File: config.mk
export PLATFORM = sky130hd
export DESIGN_NAME = pitch_class_stability_gate_unit_flat
export DESIGN_NICKNAME = d
export VERILOG_FILES = /design/src/rtl/pcsg_pkg.sv /design/src/rtl/pcsg_item_if.sv /design/src/rtl/pcsg_result_if.sv /design/src/rtl/pcsg_cfg_if.sv /design/src/rtl/pcsg_div.sv /design/src/rtl/pitch_class_stability_gate_unit.sv /design/src/flat_wrapper.sv
export SDC_FILE = /design/constraint.sdc
export NUM_CORES = 1
export LEC_CHECK = 0
export ABC_AREA = 0
export BUFFER_PORTS_ARGS = -buffer_cell sky130_fd_sc_hd__buf_2
export CORE_AREA = 2 2 194 196
export DETAILED_ROUTE_END_ITERATION = 8
export DIE_AREA = 0 0 196 198
export PLACE_DENSITY = 0.67
export SLEW_MARGIN = 20
export SYNTH_ARGS = -nofsm -noshare
export SYNTH_HDL_FRONTEND = slang
export SYNTH_HIERARCHICAL = 1
export SYNTH_SLANG_ARGS = --single-unit
File: constraint.sdc
create_clock -name clk -period 12.4 [get_ports clk]
set_input_delay 0.62 -clock clk [delete_from_list [all_inputs] [get_ports clk]]
set_output_delay 0.62 -clock clk [all_outputs]
set_load 0.02 [all_outputs]
File: src/rtl/pcsg_pkg.sv
package pcsg_pkg;

    localparam int PITCH_W    = 15;
    localparam int CONF_W     = 16;
    localparam int BLK_W      = 13;
    localparam int SR_W       = 18;
    localparam int TEMPO_W    = 17;
    localparam int CLASS_W    = 4;
    localparam int OFFSET_W   = 5;
    localparam int DIVIDEND_W = 28;
    localparam int STEP_W     = 5;
    localparam int CFG_IDX_W  = 1;

    localparam logic [CONF_W-1:0] CONF_LOW_MAX = 16'd13107;
    localparam logic [9:0]        WINDOW_NUM   = 10'd750;

    localparam logic [CFG_IDX_W-1:0] CFG_SAMPLE_RATE = 1'b0;
    localparam logic [CFG_IDX_W-1:0] CFG_TEMPO       = 1'b1;

    typedef struct packed {
        logic                  start;
        logic [DIVIDEND_W-1:0] dividend;
        logic [TEMPO_W-1:0]    divisor;
    } pcsg_div_req_t;

    typedef struct packed {
        logic                  busy;
        logic                  done;
        logic [DIVIDEND_W-1:0] quotient;
    } pcsg_div_rsp_t;

    // round half up to a whole note, then mod 12 via reciprocal multiply
    function automatic logic [CLASS_W-1:0] pitch_class(input logic [PITCH_W-1:0] pitch);
        logic [PITCH_W:0] rounded;
        logic [7:0]       note;
        logic [18:0]      prod;
        logic [3:0]       q;
        logic [7:0]       r;
        rounded = {1'b0, pitch} + 16'd128;
        note    = rounded[15:8];
        prod    = {11'd0, note} * 19'd171;
        q       = prod[14:11];
        r       = note - ({4'd0, q} * 8'd12);
        return r[CLASS_W-1:0];
    endfunction

endpackage

File: src/rtl/pcsg_item_if.sv
interface pcsg_item_if
    import pcsg_pkg::*;
();
    logic               valid;
    logic               ready;
    logic [PITCH_W-1:0] pitch_midi;
    logic [CONF_W-1:0]  confidence;
    logic [BLK_W-1:0]   block_samples;
    logic               is_silent;

    modport source (output valid, pitch_midi, confidence, block_samples, is_silent,
                    input ready);
    modport sink   (input valid, pitch_midi, confidence, block_samples, is_silent,
                    output ready);
endinterface

File: src/rtl/pcsg_result_if.sv
interface pcsg_result_if
    import pcsg_pkg::*;
();
    logic                       valid;
    logic                       ready;
    logic                       note_valid;
    logic signed [OFFSET_W-1:0] note_offset;
    logic                       last_valid;
    logic signed [OFFSET_W-1:0] last_offset;

    modport source (output valid, note_valid, note_offset, last_valid, last_offset,
                    input ready);
    modport sink   (input valid, note_valid, note_offset, last_valid, last_offset,
                    output ready);
endinterface

File: src/rtl/pcsg_cfg_if.sv
interface pcsg_cfg_if
    import pcsg_pkg::*;
();
    logic                 valid;
    logic                 ready;
    logic [CFG_IDX_W-1:0] index;
    logic [SR_W-1:0]      data;

    modport source (output valid, index, data, input ready);
    modport sink   (input valid, index, data, output ready);
endinterface

File: src/rtl/pcsg_div.sv
module pcsg_div
    import pcsg_pkg::*;
(
    input  logic          clk,
    input  logic          rst_n,
    input  pcsg_div_req_t req,
    output pcsg_div_rsp_t rsp
);

    logic                  busy_reg, busy_next;
    logic                  done_reg, done_next;
    logic [STEP_W-1:0]     step_reg, step_next;
    logic [TEMPO_W-1:0]    rem_reg, rem_next;
    logic [DIVIDEND_W-1:0] quo_reg, quo_next;
    logic [TEMPO_W-1:0]    dsr_reg, dsr_next;
    logic [TEMPO_W:0]      trial;
    logic [TEMPO_W:0]      diff;
    logic                  fits;

    localparam logic [STEP_W-1:0] LAST_STEP = STEP_W'(DIVIDEND_W - 1);

    // restoring division, one quotient bit per cycle
    assign trial = {rem_reg, quo_reg[DIVIDEND_W-1]};
    assign fits  = trial >= {1'b0, dsr_reg};
    assign diff  = trial - {1'b0, dsr_reg};

    always_comb
    begin
        busy_next = busy_reg;
        done_next = 1'b0;
        step_next = step_reg;
        rem_next  = rem_reg;
        quo_next  = quo_reg;
        dsr_next  = dsr_reg;
        if (busy_reg)
        begin
            rem_next  = fits ? diff[TEMPO_W-1:0] : trial[TEMPO_W-1:0];
            quo_next  = {quo_reg[DIVIDEND_W-2:0], fits};
            step_next = step_reg + 1'b1;
            if (step_reg == LAST_STEP)
            begin
                busy_next = 1'b0;
                done_next = 1'b1;
            end
        end
        else if (req.start)
        begin
            busy_next = 1'b1;
            step_next = '0;
            rem_next  = '0;
            quo_next  = req.dividend;
            dsr_next  = req.divisor;
        end
    end

    always_ff @(posedge clk or negedge rst_n)
    begin
        if (!rst_n)
        begin
            busy_reg <= 1'b0;
            done_reg <= 1'b0;
            step_reg <= '0;
        end
        else
        begin
            busy_reg <= busy_next;
            done_reg <= done_next;
            step_reg <= step_next;
        end
    end

    always_ff @(posedge clk)
    begin
        rem_reg <= rem_next;
        quo_reg <= quo_next;
        dsr_reg <= dsr_next;
    end

    assign rsp.busy     = busy_reg;
    assign rsp.done     = done_reg;
    assign rsp.quotient = quo_reg;

    a_done_after_busy: assert property (@(posedge clk) disable iff (!rst_n)
        done_reg |-> $past(busy_reg))
        else $error("divider done without a run");
    a_no_overlap: assert property (@(posedge clk) disable iff (!rst_n)
        busy_reg && step_reg != LAST_STEP |=> busy_reg)
        else $error("divider stopped early");
    a_start_restarts_step: assert property (@(posedge clk) disable iff (!rst_n)
        !busy_reg && req.start |=> busy_reg && step_reg == '0)
        else $error("divider did not start cleanly");

endmodule

File: src/rtl/pitch_class_stability_gate_unit.sv
// Pitch class stability gate. Each transfer on item gives exactly one transfer on
// result. The unit takes one item at a time. A confident, non-silent item with a
// nonzero tempo goes from S_IDLE to S_DIV, where the 28-step bit-serial divider
// forms the window 750*sample_rate/tempo; the quotient is latched into the window
// register, then S_EMIT loads the result, and the unit returns to S_IDLE to take the
// next item. A silent or low-confidence item, or one with tempo zero, goes straight
// from S_IDLE to S_EMIT, which loads its result. The result register frees item
// ready while a finished result waits; a further result waits until that one is
// taken. cfg is always ready; write it only when idle.
module pitch_class_stability_gate_unit
    import pcsg_pkg::*;
#(
    parameter int ROOT_CLASS = 0,
    parameter int COUNT_BITS = 24
)
(
    input  logic          clk,
    input  logic          rst_n,
    pcsg_cfg_if.sink      cfg,
    pcsg_item_if.sink     item,
    pcsg_result_if.source result
);

    localparam int CMP_W = (COUNT_BITS > DIVIDEND_W) ? COUNT_BITS : DIVIDEND_W;
    localparam logic [COUNT_BITS-1:0] COUNT_MAX = {COUNT_BITS{1'b1}};
    localparam logic [OFFSET_W-1:0]   ROOT_OFF  = OFFSET_W'(ROOT_CLASS);

    localparam logic [1:0] S_IDLE = 2'd0;
    localparam logic [1:0] S_DIV  = 2'd1;
    localparam logic [1:0] S_EMIT = 2'd2;

    logic [1:0]            state_reg, state_next;
    logic [SR_W-1:0]       sample_rate_reg;
    logic [TEMPO_W-1:0]    tempo_reg;
    logic                  hold_reg, hold_next;
    logic [CLASS_W-1:0]    cand_reg, cand_next;
    logic [COUNT_BITS-1:0] count_reg, count_next;
    logic                  elig_reg, elig_next;
    logic [DIVIDEND_W-1:0] window_reg, window_next;

    logic                  out_valid_reg, out_valid_next;
    logic                  note_reg, note_next;
    logic [OFFSET_W-1:0]   note_off_reg, note_off_next;
    logic                  last_reg, last_next;
    logic [OFFSET_W-1:0]   last_off_reg, last_off_next;

    pcsg_div_req_t         div_req;
    pcsg_div_rsp_t         div_rsp;

    logic                  item_xfer;
    logic                  confident;
    logic [CLASS_W-1:0]    cls;
    logic [COUNT_BITS:0]   sum;
    logic [COUNT_BITS:0]   blk_ext;
    logic                  out_free;
    logic                  note_hit;
    logic [OFFSET_W-1:0]   cand_off;

    assign item_xfer = item.valid && item.ready;
    assign item.ready = (state_reg == S_IDLE);
    assign confident = item.confidence > CONF_LOW_MAX;
    assign cls       = pitch_class(item.pitch_midi);
    assign blk_ext   = (COUNT_BITS + 1)'(item.block_samples);
    assign sum       = {1'b0, count_reg} + blk_ext;
    assign out_free  = !out_valid_reg || result.ready;
    assign note_hit  = elig_reg && (CMP_W'(count_reg) >= CMP_W'(window_reg));
    assign cand_off  = {1'b0, cand_reg} - ROOT_OFF;

    assign div_req.start    = item_xfer && !item.is_silent && confident && (tempo_reg != '0);
    assign div_req.dividend = {18'd0, WINDOW_NUM} * {10'd0, sample_rate_reg};
    assign div_req.divisor  = tempo_reg;

    pcsg_div u_div (
        .clk   (clk),
        .rst_n (rst_n),
        .req   (div_req),
        .rsp   (div_rsp)
    );

    assign cfg.ready = 1'b1;

    always_ff @(posedge clk or negedge rst_n)
    begin
        if (!rst_n)
        begin
            sample_rate_reg <= 18'd48000;
            tempo_reg       <= 17'd12000;
        end
        else if (cfg.valid)
        begin
            case (cfg.index)
                CFG_SAMPLE_RATE: sample_rate_reg <= cfg.data;
                CFG_TEMPO:       tempo_reg       <= cfg.data[TEMPO_W-1:0];
                default:         ;
            endcase
        end
    end

    always_comb
    begin
        state_next     = state_reg;
        hold_next      = hold_reg;
        cand_next      = cand_reg;
        count_next     = count_reg;
        elig_next      = elig_reg;
        window_next    = window_reg;
        out_valid_next = out_valid_reg && !result.ready;
        note_next      = note_reg;
        note_off_next  = note_off_reg;
        last_next      = last_reg;
        last_off_next  = last_off_reg;
        case (state_reg)
            S_IDLE:
            begin
                if (item_xfer)
                begin
                    elig_next   = 1'b0;
                    window_next = DIVIDEND_W'(sample_rate_reg >> 4);
                    state_next  = S_EMIT;
                    if (item.is_silent)
                    begin
                        hold_next  = 1'b0;
                        count_next = '0;
                    end
                    else if (!confident)
                    begin
                        count_next = '0;
                    end
                    else
                    begin
                        hold_next = 1'b1;
                        elig_next = 1'b1;
                        cand_next = cls;
                        if (cls == cand_reg)
                            count_next = sum[COUNT_BITS] ? COUNT_MAX : sum[COUNT_BITS-1:0];
                        else
                            count_next = blk_ext[COUNT_BITS-1:0];
                        if (tempo_reg != '0)
                            state_next = S_DIV;
                    end
                end
            end
            S_DIV:
            begin
                if (div_rsp.done)
                begin
                    window_next = div_rsp.quotient;
                    state_next  = S_EMIT;
                end
            end
            S_EMIT:
            begin
                if (out_free)
                begin
                    out_valid_next = 1'b1;
                    note_next      = note_hit;
                    note_off_next  = note_hit ? cand_off : '0;
                    last_next      = hold_reg;
                    last_off_next  = hold_reg ? cand_off : '0;
                    state_next     = S_IDLE;
                end
            end
            default:
            begin
                state_next = S_IDLE;
            end
        endcase
    end

    always_ff @(posedge clk or negedge rst_n)
    begin
        if (!rst_n)
        begin
            state_reg     <= S_IDLE;
            hold_reg      <= 1'b0;
            cand_reg      <= '0;
            count_reg     <= '0;
            elig_reg      <= 1'b0;
            out_valid_reg <= 1'b0;
        end
        else
        begin
            state_reg     <= state_next;
            hold_reg      <= hold_next;
            cand_reg      <= cand_next;
            count_reg     <= count_next;
            elig_reg      <= elig_next;
            out_valid_reg <= out_valid_next;
        end
    end

    always_ff @(posedge clk)
    begin
        window_reg   <= window_next;
        note_reg     <= note_next;
        note_off_reg <= note_off_next;
        last_reg     <= last_next;
        last_off_reg <= last_off_next;
    end

    assign result.valid       = out_valid_reg;
    assign result.note_valid  = note_reg;
    assign result.note_offset = note_off_reg;
    assign result.last_valid  = last_reg;
    assign result.last_offset = last_off_reg;

    a_busy_after_item: assert property (@(posedge clk) disable iff (!rst_n)
        item_xfer |=> state_reg != S_IDLE)
        else $error("item taken without starting work");
    a_div_running: assert property (@(posedge clk) disable iff (!rst_n)
        state_reg == S_DIV |-> div_rsp.busy || div_rsp.done)
        else $error("waiting on an idle divider");
    a_note_needs_hold: assert property (@(posedge clk) disable iff (!rst_n)
        out_valid_reg && note_reg |-> last_reg && note_off_reg == last_off_reg)
        else $error("note reported without matching held class");
    a_quiet_offsets: assert property (@(posedge clk) disable iff (!rst_n)
        out_valid_reg && !last_reg |-> !note_reg && last_off_reg == '0)
        else $error("offset reported without a held pitch");

endmodule

File: src/flat_wrapper.sv
// flat-port wrapper written by rule: the top's interface ports become plain ports
module pitch_class_stability_gate_unit_flat import pcsg_pkg::*;
#(
    parameter int ROOT_CLASS = 0,
    parameter int COUNT_BITS = 24
)
  (clk, rst_n, cfg_valid, cfg_index, cfg_data, cfg_ready, item_valid, item_pitch_midi, item_confidence, item_block_samples, item_is_silent, item_ready, result_valid, result_note_valid, result_note_offset, result_last_valid, result_last_offset, result_ready);
  pcsg_cfg_if cfg_i ();
  pcsg_item_if item_i ();
  pcsg_result_if result_i ();
  input  logic clk;
  input  logic rst_n;
  input wire logic [$bits(cfg_i.valid)-1:0] cfg_valid;
  input wire logic [$bits(cfg_i.index)-1:0] cfg_index;
  input wire logic [$bits(cfg_i.data)-1:0] cfg_data;
  output wire logic [$bits(cfg_i.ready)-1:0] cfg_ready;
  input wire logic [$bits(item_i.valid)-1:0] item_valid;
  input wire logic [$bits(item_i.pitch_midi)-1:0] item_pitch_midi;
  input wire logic [$bits(item_i.confidence)-1:0] item_confidence;
  input wire logic [$bits(item_i.block_samples)-1:0] item_block_samples;
  input wire logic [$bits(item_i.is_silent)-1:0] item_is_silent;
  output wire logic [$bits(item_i.ready)-1:0] item_ready;
  output wire logic [$bits(result_i.valid)-1:0] result_valid;
  output wire logic [$bits(result_i.note_valid)-1:0] result_note_valid;
  output wire logic [$bits(result_i.note_offset)-1:0] result_note_offset;
  output wire logic [$bits(result_i.last_valid)-1:0] result_last_valid;
  output wire logic [$bits(result_i.last_offset)-1:0] result_last_offset;
  input wire logic [$bits(result_i.ready)-1:0] result_ready;
  assign cfg_i.valid = cfg_valid;
  assign cfg_i.index = cfg_index;
  assign cfg_i.data = cfg_data;
  assign cfg_ready = cfg_i.ready;
  assign item_i.valid = item_valid;
  assign item_i.pitch_midi = item_pitch_midi;
  assign item_i.confidence = item_confidence;
  assign item_i.block_samples = item_block_samples;
  assign item_i.is_silent = item_is_silent;
  assign item_ready = item_i.ready;
  assign result_valid = result_i.valid;
  assign result_note_valid = result_i.note_valid;
  assign result_note_offset = result_i.note_offset;
  assign result_last_valid = result_i.last_valid;
  assign result_last_offset = result_i.last_offset;
  assign result_i.ready = result_ready;
  pitch_class_stability_gate_unit #(.ROOT_CLASS(ROOT_CLASS), .COUNT_BITS(COUNT_BITS)) u_core (.clk(clk), .rst_n(rst_n), .cfg(cfg_i), .item(item_i), .result(result_i));
endmodule
Yosys cells after proc, flatten, opt, wreduce, memory -nomap -nowiden
Cells that the tools add are included.
{"block": "word_totals", "reg_bits": 177, "out_inout_bits": 15, "wordCells": 98}
{"block": "classes", "order_cmp": 3, "n_bitwise": 3, "reduce_logical": 24, "n_mux": 32, "add_sub_neg": 5, "n_mul": 3, "eq_ne": 7}
{"op": "28-bit 2-to-1 mux", "count": 4}
{"op": "24-bit 2-to-1 mux", "count": 4}
{"op": "28-bit case mux with 2 select lines", "count": 1}
{"op": "17-bit 2-to-1 mux", "count": 3}
{"op": "24-bit by 28-bit >= comparator with 1-bit output", "count": 1}
{"op": "9-bit by 18-bit multiplier with 27-bit output, first input constant", "count": 1}
{"op": "24-bit by 13-bit adder with 25-bit output", "count": 1}
{"op": "18-bit by 17-bit >= comparator with 1-bit output", "count": 1}
{"op": "17-bit nonzero test", "count": 1}
{"op": "17-bit subtractor", "count": 1}
{"op": "15-bit by 8-bit adder with 16-bit output, second input constant", "count": 1}
{"op": "16-bit by 14-bit greater-than comparator with 1-bit output, second input constant", "count": 1}
{"op": "8-bit by 8-bit multiplier with 15-bit output, second input constant", "count": 1}
{"op": "2-bit 2-to-1 mux", "count": 6}
{"op": "1-bit 2-to-1 mux", "count": 11}
{"op": "5-bit 2-to-1 mux", "count": 2}
{"op": "2-bit AND reduction", "count": 5}
{"op": "3-bit AND reduction", "count": 3}
{"op": "1-bit logical AND", "count": 6}
{"op": "2-bit case mux with 3 select lines", "count": 1}
{"op": "2-bit nonzero test", "count": 3}
{"op": "5-bit by 1-bit adder with 5-bit output, second input constant", "count": 1}
{"op": "5-bit == test, second input constant", "count": 1}
{"op": "4-bit == test", "count": 1}
{"op": "11 further kinds", "count": 16}

Longest topological paths before layout
{"block": "logic_depth", "word_depth": 8, "mapped_depth": 25, "ltp_nobuf": 24}

Cells and area by module
Netlist, hierarchy kept.
{"mod": "pitch_class_stability_gate_unit", "area_per_inst_um2": 10435.0, "n_inst": 1, "cells_each": 1034}
{"mod": "pcsg_div", "area_per_inst_um2": 3717.3, "n_inst": 1, "cells_each": 292}

Worst setup path before layout
OpenSTA, ideal clock, no wires.
{"block": "synth_timing", "path_type": "input port to flip-flop", "startpoint": "input item_pitch_midi[7]", "endpoint": "register u_core.count_reg[0]", "required_ps": 12265, "setup_ps": 135, "cell_stages": 24, "arrival_ps": 5893, "slack_ps": 6372, "path_buffers": 1, "cell_sequence": "ha_1 > nand3_1 > xnor2_1 > ha_1 > fa_1 > fa_1 > inv_1 > fa_1 > inv_1 > ha_1 > nand4_1 > nor4_1 > nor3_2 > xnor2_1 > ha_1 > xnor2_1 > xnor2_1 > xnor2_1 > xnor2_1 > xnor2_1 > mux2i_1 > clkbuf_1 > nor3b_1 > o32ai_1"}
{"block": "synth_between", "elab_chain_cells": 8}
{"element": "start: declaration", "line": "flat_wrapper.sv:18", "rtl": "input wire logic [$bits(item_i.pitch_midi)-1:0] item_pitch_midi;"}
{"element": "15-bit by 8-bit adder with 16-bit output (*)", "line": "pcsg_pkg.sv:39", "rtl": "rounded = {1'b0, pitch} + 16'd128;"}
{"element": "8-bit by 8-bit multiplier with 15-bit output", "line": "pcsg_pkg.sv:41", "rtl": "prod = {11'd0, note} * 19'd171;"}
{"element": "4-bit by 2-bit multiplier with 2-bit output", "line": "pcsg_pkg.sv:43", "rtl": "r = note - ({4'd0, q} * 8'd12);"}
{"element": "4-bit subtractor (*)", "line": "pcsg_pkg.sv:43"}
{"element": "4-bit == test (*)", "line": "pitch_class_stability_gate_unit.sv:134", "rtl": "if (cls == cand_reg)"}
{"element": "24-bit 2-to-1 mux (*)", "line": "pitch_class_stability_gate_unit.sv:134"}
{"element": "24-bit 2-to-1 mux (*)", "line": "pitch_class_stability_gate_unit.sv:125", "rtl": "else if (!confident)"}
{"element": "24-bit 2-to-1 mux (*)", "line": "pitch_class_stability_gate_unit.sv:120", "rtl": "if (item.is_silent)"}
{"element": "end signal: assignment", "line": "pitch_class_stability_gate_unit.sv:186", "rtl": "count_reg <= count_next;"}
{"element": "end: declaration", "line": "pitch_class_stability_gate_unit.sv:37", "rtl": "logic [COUNT_BITS-1:0] count_reg, count_next;"}
Every way passes the cells marked *; elsewhere a longest branch is shown, timed or not.
A chain may end at the register's enable or synchronous reset.

Final worst setup path
{"block": "layout_timing", "startpoint": "input item_pitch_midi[7]", "endpoint": "register u_core.count_reg[17]"}
Same word-level chain as after synthesis.

==> impl_results.rst <==
.. list-table::
   :header-rows: 1

   * - Metric
     - Value
   * - Final Critical Period
     - around 6.7 ns
   * - Clock root cell
     - sky130_fd_sc_hd__clkbuf_16
   * - Worst rel slew slack
     - 27.38%
   * - Number of placement rows
     - 71
   * - Type of the setup path with the least slack
     - primary input to flip-flop
   * - Hold Crit Class
     - primary input to asynchronous set/reset pin
   * - Number of fillers in the final layout
     - 3508
   * - Standard cell with the maximum stage delay on the critical path
     - sky130_fd_sc_hd__mux2i_4
   * - Worst flop-to-flop path startpoint
     - u_core/sample_rate_reg[7]
   * - Boundary Pins
     - 84
   * - Fraction of final layout cells with drive strength greater than 1
     - between 15 and 20%
   * - Largest fanout on the critical path
     - 25
   * - Hold Fails Final Rpt
     - 0
   * - Slowest Stage Delay on Critical Path
     - ~0.60 ns
   * - Count of instances resized after the clock tree is built
     - 0
   * - Final period util
     - 53.69%
   * - Area of the die
     - 38810 sq um
   * - All-Layer GR Usage
     - 15.86%
   * - Starting density of the core
     - a little under two fifths
   * - Via density per instance
     - 5.110
   * - Global-route met2 utilization
     - 27.98%
   * - Synthesis-to-finish area growth
     - 10.46%
   * - Sum of buffers and inverters on the critical path
     - 4
   * - Cell repeated most along the worst path
     - sky130_fd_sc_hd__xnor2_1
   * - I/O Buffers
     - 71
   * - Antenna Nets Post-Route
     - 0
   * - Vias post-DR
     - roughly 9600
   * - Floorplan die width
     - 196 um
   * - Post-route DRC
     - 0
   * - Number of standard cells after synthesis
     - 1325
   * - Pin count of the biggest net entering global routing
     - 64
   * - Critical Path AT
     - 7.01 ns
   * - Crit path launch type
     - primary input
   * - Clock transition at the register clock pins on the worst setup and hold paths after CTS
     - roughly 0.080 ns
   * - Final GP Congestion
     - 0.8439
   * - Worst path top cell family by delay
     - adder cells
   * - # nets final
     - 1714
   * - Number of post-CTS setup repair buffers
     - 0
   * - Count of maximum capacitance violations
     - 0
   * - Clock tree buffer depth
     - 2
   * - Clk_lat worst skew
     - 0.44 ns
   * - Yosys warning total
     - 6
   * - Synthesized area
     - around 14000 sq um
   * - Clock Sink Count
     - 175
   * - Core area
     - 36960 sq um
   * - Outcome
     - finished clean
   * - Average cell area after synthesis
     - between 10 and 15 sq um
   * - Post-Route Skew
     - 0.01400 ns
   * - Detailed Route WL
     - slightly below 30000 um
   * - Routed wirelength normalized by instance count
     - 15.59 um
   * - Critical path required time
     - 12.75 ns
   * - Endpoints failing setup
     - 0
   * - Global-route met1 utilization
     - 20.32%
   * - Count of TritonRoute iterations in the first routing pass
     - 5
   * - Top library cells by usage in the layout, fill and taps aside
     - 220 x sky130_fd_sc_hd__inv_1, 163 x sky130_fd_sc_hd__ha_1, 100 x sky130_fd_sc_hd__edfxtp_1
   * - Leading cell type in the layout, fill and taps excluded
     - sky130_fd_sc_hd__inv_1
   * - Detailed router's first-iteration violation count
     - around 590
   * - Clock tree from TritonCTS
     - built
   * - Wire length of the first global-routing pass
     - 49270 um
   * - Num CTS Buffers
     - 17
   * - Final count of pins violating max slew
     - 0
   * - Antenna violations before repair
     - 3
   * - Number of H-tree levels
     - 4
   * - Measured slew at the worst slew-check pin
     - 1.084 ns
   * - Grt met3 use
     - between 2 and 3%
   * - Most utilized layer in the global route result
     - met2
   * - Total overflow reported by the global router
     - 0
   * - Hold-fix buffers at CTS
     - 0
   * - Setup repair after global routing missed its margin
     - false
   * - Post-DP HPWL
     - 22810 um
   * - Number of global-route vias before repair
     - about 9800
   * - Source of the critical timing path
     - item_pitch_midi[7]
   * - Maximum clock frequency
     - around 150 MHz
   * - Final setup TNS
     - 0 ns
   * - Die extent in y
     - 198 um
   * - Setup crit end kind
     - flip-flop
==> path summary, 6_finish.rpt <==
path / to / slack (ns) / cells past startpoint
worst max-delay path: u_core/count_reg[17] / 5.74 / 25
worst min-delay path: u_core/tempo_reg[16] / 0.02 / 1
worst max register to register: u_core/u_div/quo_reg[27] / 6.79 / 17
worst min register to register: u_core/u_div/dsr_reg[15] / 0.49 / 0
max in group asynchronous: u_core/u_div/busy_reg / 11.25 / 2
min in group clk: u_core/sample_rate_reg[5] / 0.42 / 2
==> area by class of cell <==
| cell class | count | area, sq um | share of cell area (%) |
|---|---|---|---|
| inverters | 221 | 829.5 | 5.310 |
| diodes | 1 | 2.502 | 0.01602 |
| flip-flops and latches | 175 | 4898 | 31.35 |
| clock buffers | 17 | 425.4 | 2.723 |
| clock inverters | 15 | 167.7 | 1.073 |
| multi-input cells | 900 | 8292 | 53.07 |
| well taps | 474 | 593.1 | 3.796 |
| repair buffers | 76 | 415.4 | 2.659 |
==> layer usage <==
layer	share of wire [%]	vias up
li1	-	4687
met5	0.16	-
met1	46	4685
met3	3.8	34
met4	1.5	6
met2	49	190
==> metrics by stage <==
stage               instance area, sq um  cells  worst slack [ns]  utilization, %  hold slack, ns
floorplan                          14150   1327             6.372               -          0.3244
global placement                   14990   1845             5.114           40.56          0.4606
detailed placement                 14990   1845             5.025           40.56          0.4613
CTS                                15580   1877             5.446           42.17        0.002670
global route                       15620   1878             5.381           42.27        0.005635
finish                             15620   1879             5.742           42.28         0.01862
Power is not shown: default switching activity piles up to over one toggle a cycle in this logic, so the estimate is an artifact.
